File: config.mk
export PLATFORM = sky130hd
export DESIGN_NAME = countdown_timer_bank_core
export DESIGN_NICKNAME = d
export VERILOG_FILES = /design/src/rtl/ctb_pkg.sv /design/src/rtl/ctb_cell.sv /design/src/rtl/countdown_timer_bank_core.sv
export SDC_FILE = /design/constraint.sdc
export NUM_CORES = 2
export LEC_CHECK = 0
export BUFFER_PORTS_ARGS = -buffer_cell sky130_fd_sc_hd__buf_4
export CAP_MARGIN = 20
export CORE_UTILIZATION = 60
export DETAILED_ROUTE_END_ITERATION = 12
export PLACE_DENSITY = 0.82
export RECOVER_POWER = 100
export SYNTH_ARGS = -nofsm -noshare
export SYNTH_HDL_FRONTEND = slang
export SYNTH_HIERARCHICAL = 1
export SYNTH_SLANG_ARGS = --single-unit
File: constraint.sdc
create_clock -name clk_i -period 10.75 [get_ports clk_i]
set_clock_uncertainty 0.15 [all_clocks]
set_input_delay 0.5375 -clock clk_i [delete_from_list [all_inputs] [get_ports clk_i]]
set_output_delay 0.5375 -clock clk_i [all_outputs]
set_load 0.02 [all_outputs]
File: src/rtl/ctb_pkg.sv
// Shared codes, widths and cell interface types for the countdown timer bank.
package ctb_pkg;

  localparam int unsigned DefNumTimers  = 16;
  localparam int unsigned DefCountWidth = 32;

  localparam int unsigned ActionW = 3;
  localparam int unsigned IndexW  = 4;
  localparam int unsigned TicksW  = 32;
  localparam int unsigned KindW   = 2;

  // Timer 0 is reserved; allocation starts here.
  localparam int unsigned FirstUserId = 0 + 1;

  localparam logic [ActionW-1:0] ACT_ALLOC   = 3'd0;
  localparam logic [ActionW-1:0] ACT_START   = 3'd1;
  localparam logic [ActionW-1:0] ACT_LOAD    = 3'd2;
  localparam logic [ActionW-1:0] ACT_STOP    = 3'd3;
  localparam logic [ActionW-1:0] ACT_RESUME  = 3'd4;
  localparam logic [ActionW-1:0] ACT_QUERY   = 3'd5;
  localparam logic [ActionW-1:0] ACT_TICK    = 3'd6;
  localparam logic [ActionW-1:0] ACT_RUN_ALL = 3'd7;

  localparam logic [KindW-1:0] KIND_ACK    = 2'd0;
  localparam logic [KindW-1:0] KIND_ID     = 2'd1;
  localparam logic [KindW-1:0] KIND_STATUS = 2'd2;
  localparam logic [KindW-1:0] KIND_EXPIRY = 2'd3;

  // Command broadcast to every cell.
  typedef struct packed {
    logic               apply;
    logic [ActionW-1:0] action;
    logic [IndexW-1:0]  index;
    logic [TicksW-1:0]  ticks;
    logic               mode;
    logic               notify;
    logic               run_flag;
  } ctb_cmd_t;

  // Status a cell reports back.
  typedef struct packed {
    logic ev;
    logic expired;
    logic running;
  } ctb_stat_t;

endpackage

File: src/rtl/ctb_cell.sv
// One timer of the bank: its count, period and flags, plus the tick token stage.
module ctb_cell import ctb_pkg::*; #(
  parameter int unsigned COUNT_WIDTH = DefCountWidth,
  parameter int unsigned CELL_ID     = 0
) (
  input  logic      clk_i,
  input  logic      rst_ni,
  input  ctb_cmd_t  cmd_i,
  input  logic      alloc_i,
  input  logic      step_i,
  input  logic      tok_i,
  output logic      tok_o,
  output ctb_stat_t stat_o
);

  logic [COUNT_WIDTH-1:0] period_q, period_d;
  logic [COUNT_WIDTH-1:0] count_q, count_d;
  logic [COUNT_WIDTH-1:0] count_dec;
  logic                   periodic_q, periodic_d;
  logic                   notify_q, notify_d;
  logic                   running_q, running_d;
  logic                   expired_q, expired_d;
  logic                   tok_q;
  logic                   match;
  logic                   hit_zero;

  assign match     = (32'(cmd_i.index) == 32'(CELL_ID));
  assign count_dec = count_q - COUNT_WIDTH'(1);
  assign hit_zero  = (count_dec == '0);

  always_comb begin
    period_d   = period_q;
    count_d    = count_q;
    periodic_d = periodic_q;
    notify_d   = notify_q;
    running_d  = running_q;
    expired_d  = expired_q;
    if (cmd_i.apply) begin
      case (cmd_i.action)
        ACT_START: begin
          if (match && alloc_i) begin
            expired_d  = 1'b0;
            periodic_d = cmd_i.mode;
            period_d   = COUNT_WIDTH'(cmd_i.ticks);
            count_d    = COUNT_WIDTH'(cmd_i.ticks);
            notify_d   = cmd_i.notify;
            running_d  = 1'b1;
          end
        end
        ACT_LOAD: begin
          if (match) begin
            period_d = COUNT_WIDTH'(cmd_i.ticks);
            count_d  = COUNT_WIDTH'(cmd_i.ticks);
          end
        end
        ACT_STOP: begin
          if (match) running_d = 1'b0;
        end
        ACT_RESUME: begin
          if (match) running_d = 1'b1;
        end
        ACT_RUN_ALL: begin
          if (alloc_i) running_d = cmd_i.run_flag;
        end
        default: begin
        end
      endcase
    end else if (step_i && tok_q && running_q) begin
      // Decrement on token; reload or stop on reaching zero.
      count_d = count_dec;
      if (hit_zero) begin
        expired_d = 1'b1;
        if (periodic_q) count_d = period_q;
        else running_d = 1'b0;
      end
    end
  end

  always_ff @(posedge clk_i or negedge rst_ni) begin
    if (!rst_ni) begin
      period_q   <= '0;
      count_q    <= '0;
      periodic_q <= 1'b0;
      notify_q   <= 1'b0;
      running_q  <= 1'b0;
      expired_q  <= 1'b0;
      tok_q      <= 1'b0;
    end else begin
      period_q   <= period_d;
      count_q    <= count_d;
      periodic_q <= periodic_d;
      notify_q   <= notify_d;
      running_q  <= running_d;
      expired_q  <= expired_d;
      if (step_i) tok_q <= tok_i;
    end
  end

  assign tok_o          = tok_q;
  assign stat_o.ev      = tok_q && running_q && notify_q && hit_zero;
  assign stat_o.expired = expired_q;
  assign stat_o.running = running_q;

endmodule

File: src/rtl/countdown_timer_bank_core.sv
// Top level of the countdown timer bank: command sequencer, cell chain, result register.
//
// A bank of NUM_TIMERS countdown timers, one per cell in a chain. Timer ids are handed out
// from 1 upward; timer 0 is reserved. Every input item yields results ending in one with
// tlast high. Allocate, start, load, stop, resume, query and set-all-running go from the
// execute state into the result register once it is free. A tick walks a token down the
// cell chain one cell per cycle while the result register is free, each cell updating its
// timer as the token passes and emitting at most one expiry item; an ack closes the tick.
// One item is in work at a time; the next is accepted while the last result still waits
// in the output register. Count and period reset to zero.
module countdown_timer_bank_core import ctb_pkg::*; #(
  parameter int unsigned NUM_TIMERS  = DefNumTimers,
  parameter int unsigned COUNT_WIDTH = DefCountWidth
) (
  input  logic               clk_i,
  input  logic               rst_ni,
  input  logic               s_axis_tvalid_i,
  output logic               s_axis_tready_o,
  // [3:0] timer_index, [35:4] ticks, [36] mode, [37] notify, [38] run_flag
  input  logic [39:0]        s_axis_tdata_i,
  // [2:0] action
  input  logic [ActionW-1:0] s_axis_tuser_i,
  output logic               m_axis_tvalid_o,
  input  logic               m_axis_tready_i,
  // [3:0] timer_id, [4] id_valid, [5] expired, [6] running
  output logic [7:0]         m_axis_tdata_o,
  // [1:0] kind
  output logic [KindW-1:0]   m_axis_tuser_o,
  output logic               m_axis_tlast_o
);

  localparam int unsigned AllocW = $clog2(NUM_TIMERS + 1);

  localparam logic [1:0] S_IDLE = 2'd0;
  localparam logic [1:0] S_EXEC = 2'd1;
  localparam logic [1:0] S_TICK = 2'd2;
  localparam logic [1:0] S_ACK  = 2'd3;

  logic [1:0]         state_q, state_d;
  logic               first_q, first_d;
  logic [AllocW-1:0]  alloc_q;
  logic               alloc_inc;

  logic [ActionW-1:0] act_q;
  logic [IndexW-1:0]  idx_q;
  logic [TicksW-1:0]  ticks_q;
  logic               mode_q, notify_q, run_q;

  logic               out_valid_q;
  logic [KindW-1:0]   out_kind_q, out_kind_d;
  logic [IndexW-1:0]  out_id_q, out_id_d;
  logic               out_idv_q, out_idv_d;
  logic               out_exp_q, out_exp_d;
  logic               out_run_q, out_run_d;
  logic               out_last_q, out_last_d;
  logic               out_load;
  logic               out_free;

  logic               in_acc;
  logic               apply;
  logic               step;
  ctb_cmd_t           cmd;

  logic [NUM_TIMERS:0]   tok_chain;
  logic [NUM_TIMERS-1:0] alloc_vec;
  logic [NUM_TIMERS-1:0] ev_vec;
  logic [NUM_TIMERS-1:0] exp_vec;
  logic [NUM_TIMERS-1:0] run_vec;
  logic [15:0]           exp16, run16;
  logic                  ev_any;
  logic [IndexW-1:0]     ev_id;

  assign s_axis_tready_o = (state_q == S_IDLE);
  assign in_acc          = s_axis_tvalid_i && s_axis_tready_o;
  assign out_free        = !out_valid_q || m_axis_tready_i;

  assign cmd.apply    = apply;
  assign cmd.action   = act_q;
  assign cmd.index    = idx_q;
  assign cmd.ticks    = ticks_q;
  assign cmd.mode     = mode_q;
  assign cmd.notify   = notify_q;
  assign cmd.run_flag = run_q;

  assign tok_chain[0] = first_q;

  for (genvar k = 0; k < NUM_TIMERS; k++) begin : g_cell
    ctb_stat_t stat;

    assign alloc_vec[k] = (AllocW'(k) < alloc_q);

    ctb_cell #(
      .COUNT_WIDTH(COUNT_WIDTH),
      .CELL_ID    (k)
    ) u_cell (
      .clk_i  (clk_i),
      .rst_ni (rst_ni),
      .cmd_i  (cmd),
      .alloc_i(alloc_vec[k]),
      .step_i (step),
      .tok_i  (tok_chain[k]),
      .tok_o  (tok_chain[k+1]),
      .stat_o (stat)
    );

    assign ev_vec[k]  = stat.ev;
    assign exp_vec[k] = stat.expired;
    assign run_vec[k] = stat.running;
  end

  // Pad the flag rows to the index range; entries beyond the bank read as zero.
  for (genvar k = 0; k < 16; k++) begin : g_pad
    if (k < NUM_TIMERS) begin : g_in
      assign exp16[k] = exp_vec[k];
      assign run16[k] = run_vec[k];
    end else begin : g_out
      assign exp16[k] = 1'b0;
      assign run16[k] = 1'b0;
    end
  end

  assign ev_any = |ev_vec;

  always_comb begin
    ev_id = '0;
    for (int k = 0; k < NUM_TIMERS; k++) begin
      if (ev_vec[k]) ev_id = IndexW'(k);
    end
  end

  always_comb begin
    state_d    = state_q;
    first_d    = first_q;
    out_load   = 1'b0;
    out_kind_d = KIND_ACK;
    out_id_d   = '0;
    out_idv_d  = 1'b0;
    out_exp_d  = 1'b0;
    out_run_d  = 1'b0;
    out_last_d = 1'b1;
    apply      = 1'b0;
    step       = 1'b0;
    alloc_inc  = 1'b0;
    case (state_q)
      S_IDLE: begin
        if (in_acc) begin
          // Only a tick launches the token.
          first_d = (s_axis_tuser_i == ACT_TICK);
          state_d = (s_axis_tuser_i == ACT_TICK) ? S_TICK : S_EXEC;
        end
      end
      S_EXEC: begin
        if (out_free) begin
          out_load = 1'b1;
          apply    = 1'b1;
          state_d  = S_IDLE;
          case (act_q)
            ACT_ALLOC: begin
              out_kind_d = KIND_ID;
              if (32'(alloc_q) < NUM_TIMERS) begin
                out_id_d  = IndexW'(alloc_q);
                out_idv_d = 1'b1;
                alloc_inc = 1'b1;
              end
            end
            ACT_QUERY: begin
              out_kind_d = KIND_STATUS;
              out_id_d   = idx_q;
              out_exp_d  = exp16[idx_q];
              out_run_d  = run16[idx_q];
            end
            default: begin
              out_id_d = idx_q;
            end
          endcase
        end
      end
      S_TICK: begin
        if (out_free) begin
          step    = 1'b1;
          first_d = 1'b0;
          if (ev_any) begin
            out_load   = 1'b1;
            out_kind_d = KIND_EXPIRY;
            out_id_d   = ev_id;
            out_last_d = 1'b0;
          end
          if (tok_chain[NUM_TIMERS]) state_d = S_ACK;
        end
      end
      S_ACK: begin
        if (out_free) begin
          out_load = 1'b1;
          state_d  = S_IDLE;
        end
      end
      default: begin
        state_d = S_IDLE;
      end
    endcase
  end

  always_ff @(posedge clk_i) begin
    if (in_acc) begin
      act_q    <= s_axis_tuser_i;
      idx_q    <= s_axis_tdata_i[3:0];
      ticks_q  <= s_axis_tdata_i[35:4];
      mode_q   <= s_axis_tdata_i[36];
      notify_q <= s_axis_tdata_i[37];
      run_q    <= s_axis_tdata_i[38];
    end
    if (out_load) begin
      out_kind_q <= out_kind_d;
      out_id_q   <= out_id_d;
      out_idv_q  <= out_idv_d;
      out_exp_q  <= out_exp_d;
      out_run_q  <= out_run_d;
      out_last_q <= out_last_d;
    end
  end

  always_ff @(posedge clk_i or negedge rst_ni) begin
    if (!rst_ni) begin
      state_q     <= S_IDLE;
      first_q     <= 1'b0;
      alloc_q     <= AllocW'(FirstUserId);
      out_valid_q <= 1'b0;
    end else begin
      state_q <= state_d;
      first_q <= first_d;
      if (alloc_inc) alloc_q <= alloc_q + AllocW'(1);
      if (out_load) out_valid_q <= 1'b1;
      else if (m_axis_tready_i) out_valid_q <= 1'b0;
    end
  end

  assign m_axis_tvalid_o = out_valid_q;
  assign m_axis_tdata_o  = {1'b0, out_run_q, out_exp_q, out_idv_q, out_id_q};
  assign m_axis_tuser_o  = out_kind_q;
  assign m_axis_tlast_o  = out_last_q;

  a_tok_single: assert property (@(posedge clk_i) disable iff (!rst_ni)
    $onehot0(tok_chain))
    else $error("tick token held by more than one cell");

  a_ev_single: assert property (@(posedge clk_i) disable iff (!rst_ni)
    $onehot0(ev_vec))
    else $error("more than one expiry raised in one step");

  a_idle_no_tok: assert property (@(posedge clk_i) disable iff (!rst_ni)
    (state_q == S_IDLE) |-> (tok_chain == '0))
    else $error("token still in chain while idle");

  a_alloc_bound: assert property (@(posedge clk_i) disable iff (!rst_ni)
    32'(alloc_q) <= NUM_TIMERS)
    else $error("allocation count beyond bank size");

  a_ack_after_chain: assert property (@(posedge clk_i) disable iff (!rst_ni)
    (state_q == S_TICK && step && tok_chain[NUM_TIMERS]) |=> (state_q == S_ACK))
    else $error("tick did not close after last cell");

endmodule

# [Yosys cells after proc, flatten, opt, wreduce, memory -nomap -nowiden]
# Cells that the tools add are included.
[totals] regBits=1165 input_bits=47 out_inout_bits=13
[op_classes] addsub=17 magnitude_cmp=18 n_eq_ne=176 n_mux=388 reduce_logical=239
[op_table] operator="$mux 32" n=96
[op_table] operator="$pmux 32 s2" n=16
[op_table] operator="$logic_not 32->1" n=16
[op_table] operator="$sub 32x1->32 const B" n=16
[op_table] operator="$ne 3x2->1 const B" n=80
[op_table] operator="$mux 1" n=225
[op_table] operator="$reduce_and 4->1" n=49
[op_table] operator="$reduce_and 8->1" n=16
[op_table] operator="$ne 2x1->1 const B" n=52
[op_table] operator="$logic_and 1x1->1" n=97
[op_table] operator="$mux 4" n=18
[op_table] operator="$reduce_bool 2->1" n=35
[op_table] operator="$pmux 1 s4" n=16
[op_table] operator="$reduce_and 3->1" n=18
[op_table] operator="$lt 4x5->1 const A" n=8
[op_table] operator="$ne 2x2->1 const B" n=17
[op_table] operator="$eq 4x4->1 const B" n=8
[op_table] operator="$lt 3x5->1 const A" n=4
[op_table] operator="$mux 2" n=9
[op_table] operator="$eq 4x3->1 const B" n=4
[op_table] operator="$reduce_or 16->1" n=1
[op_table] operator="$eq 3x3->1 const B" n=4
[op_table] operator="$lt 1x5->1 const A" n=2
[op_table] operator="$lt 2x5->1 const A" n=2
[op_table] operator="23 further kinds" n=29

# [Logic depth before layout (Yosys ltp)]
[depth] ltp_word=21 mapped_depth=16 ltp_nobuf=13

# [Modules after synthesis]
# Netlist, hierarchy kept.
[by_module_without_submodules] module="ctb_cell (g_cell[1].u_cell ...)" instances=3 cells_each=450 area_per_inst_um2=4399.2 seq_area_each_um2=1726.7
[by_module_without_submodules] module="ctb_cell (g_cell[11].u_cell ...)" instances=3 cells_each=456 area_per_inst_um2=4265.3 seq_area_each_um2=1726.7
[by_module_without_submodules] module="ctb_cell (g_cell[5].u_cell ...)" instances=2 cells_each=459 area_per_inst_um2=4317.9 seq_area_each_um2=1726.7
[by_module_without_submodules] module="ctb_cell (g_cell[8].u_cell)" instances=1 cells_each=451 area_per_inst_um2=4224.1 seq_area_each_um2=1726.7
[by_module_without_submodules] module="ctb_cell (g_cell[3].u_cell)" instances=1 cells_each=462 area_per_inst_um2=4212.8 seq_area_each_um2=1726.7
[by_module_without_submodules] module="ctb_cell (g_cell[7].u_cell)" instances=1 cells_each=511 area_per_inst_um2=4177.8 seq_area_each_um2=1726.7
[by_module_without_submodules] module="ctb_cell (g_cell[15].u_cell)" instances=1 cells_each=432 area_per_inst_um2=4068.9 seq_area_each_um2=1726.7
[by_module_without_submodules] module="ctb_cell (g_cell[9].u_cell)" instances=1 cells_each=412 area_per_inst_um2=4068.9 seq_area_each_um2=1726.7
[by_module_without_submodules] module="ctb_cell (g_cell[0].u_cell)" instances=1 cells_each=431 area_per_inst_um2=4065.1 seq_area_each_um2=1726.7
[by_module_without_submodules] module="ctb_cell (g_cell[10].u_cell)" instances=1 cells_each=409 area_per_inst_um2=4052.6 seq_area_each_um2=1726.7
[by_module_without_submodules] module="ctb_cell (g_cell[12].u_cell)" instances=1 cells_each=412 area_per_inst_um2=4052.6 seq_area_each_um2=1726.7
[by_module_without_submodules] module="countdown_timer_bank_core" instances=1 cells_each=211 area_per_inst_um2=2835.2 seq_area_each_um2=1788.0

# [Worst setup path before layout]
# No wires, ideal clock.
[synth_timing] path_type="register to register" start="reg state_q[0]" end="reg g_cell[7].u_cell.count_q[8]" t_arrival_ns=4.374 required_time_ns=10.476 path_slack_ns=6.102 path_stages_with_launch=13 path_buffers=2 path_cell_list="dfrtp_1 inv_1 ha_1 inv_1 nor2_1 inv_1 or3_1 clkbuf_1 nand2_1 clkbuf_1 nand2_1 a22oi_1 nand2_1"
[synth_between] elab_chain_cells=6
[synth_rtl] element="from (decl)" line="countdown_timer_bank_core.sv:39" source="logic [1:0] state_q, state_d;"
[synth_rtl] element="from (signal assigned)" line="countdown_timer_bank_core.sv:229" source="state_q <= state_d;"
[synth_rtl] element="$eq 2x2->1" line="countdown_timer_bank_core.sv:144" source="case (state_q)"
[synth_rtl] element="$mux 1" line="countdown_timer_bank_core.sv:144"
[synth_rtl] element="named net step" line="countdown_timer_bank_core.sv:61" source="logic step;"
[synth_rtl] element="$logic_and 1x1->1 (2 in a row)" line="ctb_cell.sv:68" source="end else if (step_i && tok_q && running_q) begin"
[synth_rtl] element="$reduce_bool 2->1 (no line)"
[synth_rtl] element="$reduce_and 4->1 (no line)"
[synth_rtl] element="to (signal assigned)" line="ctb_cell.sv:90" source="count_q <= count_d;"
[synth_rtl] element="to (decl)" line="ctb_cell.sv:17" source="logic [COUNT_WIDTH-1:0] count_q, count_d;"
# The timed path passes the listed nets, and every way through them passes these cells.
# A chain may end at the register's enable or synchronous reset.

# [Worst setup path in the final report]
[layout_timing] start="reg state_q[1]" end="reg g_cell[6].u_cell.count_q[1]"
[layout_between] elab_chain_cells=6
[layout_rtl] element="$eq 2x2->1" line="countdown_timer_bank_core.sv:144"
[layout_rtl] element="$mux 1" line="countdown_timer_bank_core.sv:144"
[layout_rtl] element="$logic_and 1x1->1 (2 in a row)" line="ctb_cell.sv:68"
[layout_rtl] element="$reduce_bool 2->1 (no line)"
[layout_rtl] element="$reduce_and 4->1 (no line)"
[layout_rtl] element="to (signal assigned)" line="ctb_cell.sv:90"
[layout_rtl] element="to (decl)" line="ctb_cell.sv:17"
# Several ways; a longest one is shown, not always the timed one.

==> results.txt <==
----------------------------------------------------
[STA]
  Share of the clock period used by the worst path after layout ... 73.1%
  Count of final hold-check violations ... 0
  Final sum of negative setup slack ... 0 ps
  Finish-stage setup viols ... 0
  Highest achievable clock rate ... roughly 130 MHz
  Unrepaired setup endpoints after global routing ... false
  Relative slew slack ... -203%
  Tmin final ... roughly 8000 ps
  Max-slew violation count ... between 600 and 700
  Transition time at the pin with the least slew margin ... 4540 ps

[Setup path]
  Slowest CP cell ... and2_0
  Critical path data arrival time ... around 8300 ps
  Reg2reg setup slack ... roughly 2900 ps
  Category of the worst setup path launch point ... flip-flop
  Series of cell instances along the critical path ... inv_1, ha_1, and2_0, buf_4, inv_1, or3_1, a21oi_1, buf_16, nor2_1, or3_1, o21ai_0, a31oi_1
  Worst flop-to-flop path startpoint ... state_q[1]$_DFFE_PN0P_
  R2r worst-path depth ... 12
  Worst R2R End ... g_cell[6].u_cell/count_q[1]$_DFFE_PN0P_
  CP Max Fanout ... between 70 and 80
  Critical path data required time ... roughly 11000 ps
  Slowest cell delay on critical path ... 1830 ps
  CP endpoint kind ... flip-flop
  Kind of critical path ... flip-flop to flip-flop

[Synthesis]
  Number of warnings reported in the yosys synthesis log ... 6
  Mean instance size in the synthesized netlist ... around 9.6 um2
  Post-synthesis instance area ... a little over 0.07 mm2
  Library cell with the highest instance count after synthesis ... dfrtp_1
  Cells taking the most area after synthesis ... dfrtp_1 40%, mux2_2 8.5%, nand3b_1 4.4%
  Most used flip-flop cell after synthesis ... dfrtp_1
  Synthesized flop and latch total ... about 1200
  Cells after Synth ... ~7400
  List of most frequent post-synthesis cells ... 1112 x dfrtp_1, 614 x nor2_1, 544 x o21ai_0
  Async SR Flop Fraction ... a little over nine tenths
  Share of the synthesized area in the top cell type ... between 30% and 40%
  Net count of the mapped netlist ... 7452
  Distinct cell type count of the synthesized netlist ... roughly 120
  EDFF count, synth ... 52
  Library cell with the largest summed area after synthesis ... dfrtp_1
  Sequential cell area fraction in the yosys report ... about two fifths

[Clocking]
  Clock Root Buffer ... clkbuf_16
  Number of CTS-inserted buffers ... 130
  Clock latency of the later-clocked register in the worst-skew pair ... 780 ps
  # clock sinks ... around 1200
  Post-cts sizing count ... 0
  Reg clk slew, reported paths ... 60 ps
  Clock tree from TritonCTS ... done
  Max H-tree Level ... 4
  Maximum count of clock buffers along a single path ... 3

[Final layout]
  Combined area of the multi-input logic cells ... 0.0379 mm2
  Count of fill cells added during filler insertion ... approximately 9000
  Fraction of final layout cells with drive strength greater than 1 ... between 10% and 20%
  Layout overhead on the synthesized area ... 8.29%
  Flip-flop and latch area ... between 0.02 and 0.03 mm2
  Layout Utilization ... 65.6%
  NumNets Final ... between 7000 and 8000

[Floorplan]
  Overall die height ... around 340 um
  Number of top-level pins ... 60
  Initial core utilization ... 60.6%
  Full die area ... between 0.1 and 0.15 mm2
  Overall die width ... around 340 um
  Row count ... between 100 and 150
  Core box area ... 0.116 mm2

[Job]
  Max-cap check violation count ... 19

[Detailed routing]
  Initial DRT Pass Iterations ... 6
  DRC violation count after routing ... 0
  Routed vias ... between 60000 and 70000
  Routed Wire Length ... ~210000 um
  Final antenna-violating net count ... 0
  First DRT Iteration DRCs ... about 7700
  DR vias/cell ... 6.94
  Average routed wire per standard cell ... roughly 24 um

[Place]
  HPWL after detailed placement ... approximately 120000 um
  Final RePlAce weighted congestion ... 0.959
  Input/output buffers ... 57

[Worst hold path]
  Hold Path Depth ... 4
  End point of the worst hold path ... first_q$_DFFE_PN0P_
  Kind of path behind the tightest hold check ... primary input to flip-flop
  Hold Crit Start ... s_axis_tvalid_i

[GRT]
  First-pass GRT wire length ... 331000 um
  Antenna violations before repair ... 17
  Number of global-route vias before repair ... 59000
  Overall Global Routing Usage ... 35.1%
  Gr ovfl total ... 0
  Pin count of the biggest net entering global routing ... 181

[Pwr]
  Areal power density over the cells ... 303 mW/mm2
  Peak VDD IR ... 0.000258 V
  Reported leakage power ... 31.7 nW

[Status]
  Result of the run ... complete, but fails checks
  Violations in the final reports ... max-capacitance violations, max-slew violations

----------------------------------------------------
==> how the worst max path moves through the flow <==
| stage | start | endpoint | slack (ps) | depth (start not counted) |
|---|---|---|---|---|
| floorplan | state_q[0]$_DFFE_PN0P_ | g_cell[7].u_cell/count_q[8]$_DFFE_PN0P_ | 6100 | 12 |
| global placement | g_cell[2].u_cell/count_q[0]$_DFFE_PN0P_ | out_exp_q$_SDFFCE_PN0P_ | 4880 | 14 |
| detailed placement | m_axis_tready_i | g_cell[6].u_cell/count_q[1]$_DFFE_PN0P_ | 5050 | 11 |
| CTS | state_q[1]$_DFFE_PN0P_ | g_cell[6].u_cell/count_q[24]$_DFFE_PN0P_ | 5160 | 11 |
| global route | state_q[1]$_DFFE_PN0P_ | g_cell[6].u_cell/count_q[10]$_DFFE_PN0P_ | 2490 | 12 |
| finish | state_q[1]$_DFFE_PN0P_ | g_cell[6].u_cell/count_q[1]$_DFFE_PN0P_ | 2900 | 12 |
==> where the power goes <==
group | switching (W) | internal [W]
logic | 0.00650 | 0.00405
registers | 0.00200 | 0.00592
clock network | 0.00193 | 0.00268
==> critical path, delay by kind of cell, from the launching register on <==
| kind | cells | cell delay (ps) |
|---|---|---|
| simple gates | 4 | 3240 |
| buf+inv | 4 | 2040 |
| compound gates | 3 | 1560 |
| flops | 1 | 420 |
| fa+ha+maj | 1 | 230 |
==> layer usage <==
metal | track usage (%) | part of all wire [%] | vias up
li1 | - | - | 26900
met1 | 47.0 | 39 | 30700
met2 | 53.4 | 45 | 3210
met3 | 8.14 | 10 | 630
met4 | 17.9 | 4.8 | 6
met5 | 0 | 0.020 | -
==> registers in the layout, summed over array words and instances, names as in the netlist, 5 cells and up <==
name	count
alloc_q	5
g_cell.u_cell/count_q	512
g_cell.u_cell/expired_q	16
g_cell.u_cell/notify_q	16
g_cell.u_cell/period_q	512
g_cell.u_cell/periodic_q	16
g_cell.u_cell/running_q	16
g_cell.u_cell/tok_o	16
ticks_q	32
==> repair_timing <==
item	CTS	global route
endpoints found under the hold margin	114	0
hold buffers	43	0
setup buffers	0	0
==> per-stage QoR <==
| stage | instance area, um2 | power (W) | std cells | setup WS, ps | hold WS, ps |
|---|---|---|---|---|---|
| finish | 76200 | 0.0231 | 8854 | 2900 | 126 |
| global route | 76200 | 0.0244 | 8838 | 2490 | 134 |
| CTS | 76200 | 0.0228 | 8821 | 5160 | 77.7 |
| detailed placement | 71400 | 0.0181 | 8547 | 5050 | 308 |
| global placement | 71300 | 0.0177 | 8542 | 4880 | 303 |
| floorplan | 70400 | 0.0155 | 7367 | 6100 | 91.9 |
==> placed cells by master (no fill, tap or decap), types with 58 or more instances in the layout <==
| master | n |
|---|---|
| or4_1 | 58 |
| dfrtp_1 | 1112 |
| o21ai_0 | 544 |
| nand3_1 | 343 |
| nand2_1 | 318 |
| nor3b_1 | 64 |
| clkbuf_16 | 130 |
| clkbuf_1 | 58 |
| nand4_1 | 241 |
| nor4_1 | 163 |
| mux2_2 | 528 |
| or3_1 | 174 |
| xor2_1 | 230 |
| a211oi_1 | 98 |
| inv_1 | 106 |
| a31oi_1 | 125 |
| xnor2_1 | 151 |
| nand3b_1 | 416 |
| nor2_1 | 612 |
| buf_4 | 115 |
| a21oi_1 | 337 |
| nor3_1 | 264 |
==> logic make-up (layout without fill, tap and decap cells) <==
kind of cell             after synthesis  after routing  share of synthesized area, %
flip-flops                          1165           1165                          41.8
other                                  1             21                       0.00533
multiplexers                         549            549                          8.90
AO/OA/AOI/OAI                       1414           1414                          12.3
adder cells (fa/ha/maj)               38             38                         0.675
XOR/XNOR                             381            381                          4.74
buffers and inverters                644            587                          4.50
AND/OR/NAND/NOR                     3175           3175                          27.1
==> cell type report <==
type	instances	share of cell area, %
Inverter	107	0.527
Clock buffer	175	4.79
Antenna cell	20	0.0657
Sequential cell	1165	38.6
Multi-Input combinational cell	5558	49.8
Clock inverter	56	1.00
Timing Repair Buffer	249	2.74
Tap cell	1524	2.50
(Power assumes the default switching activity.)
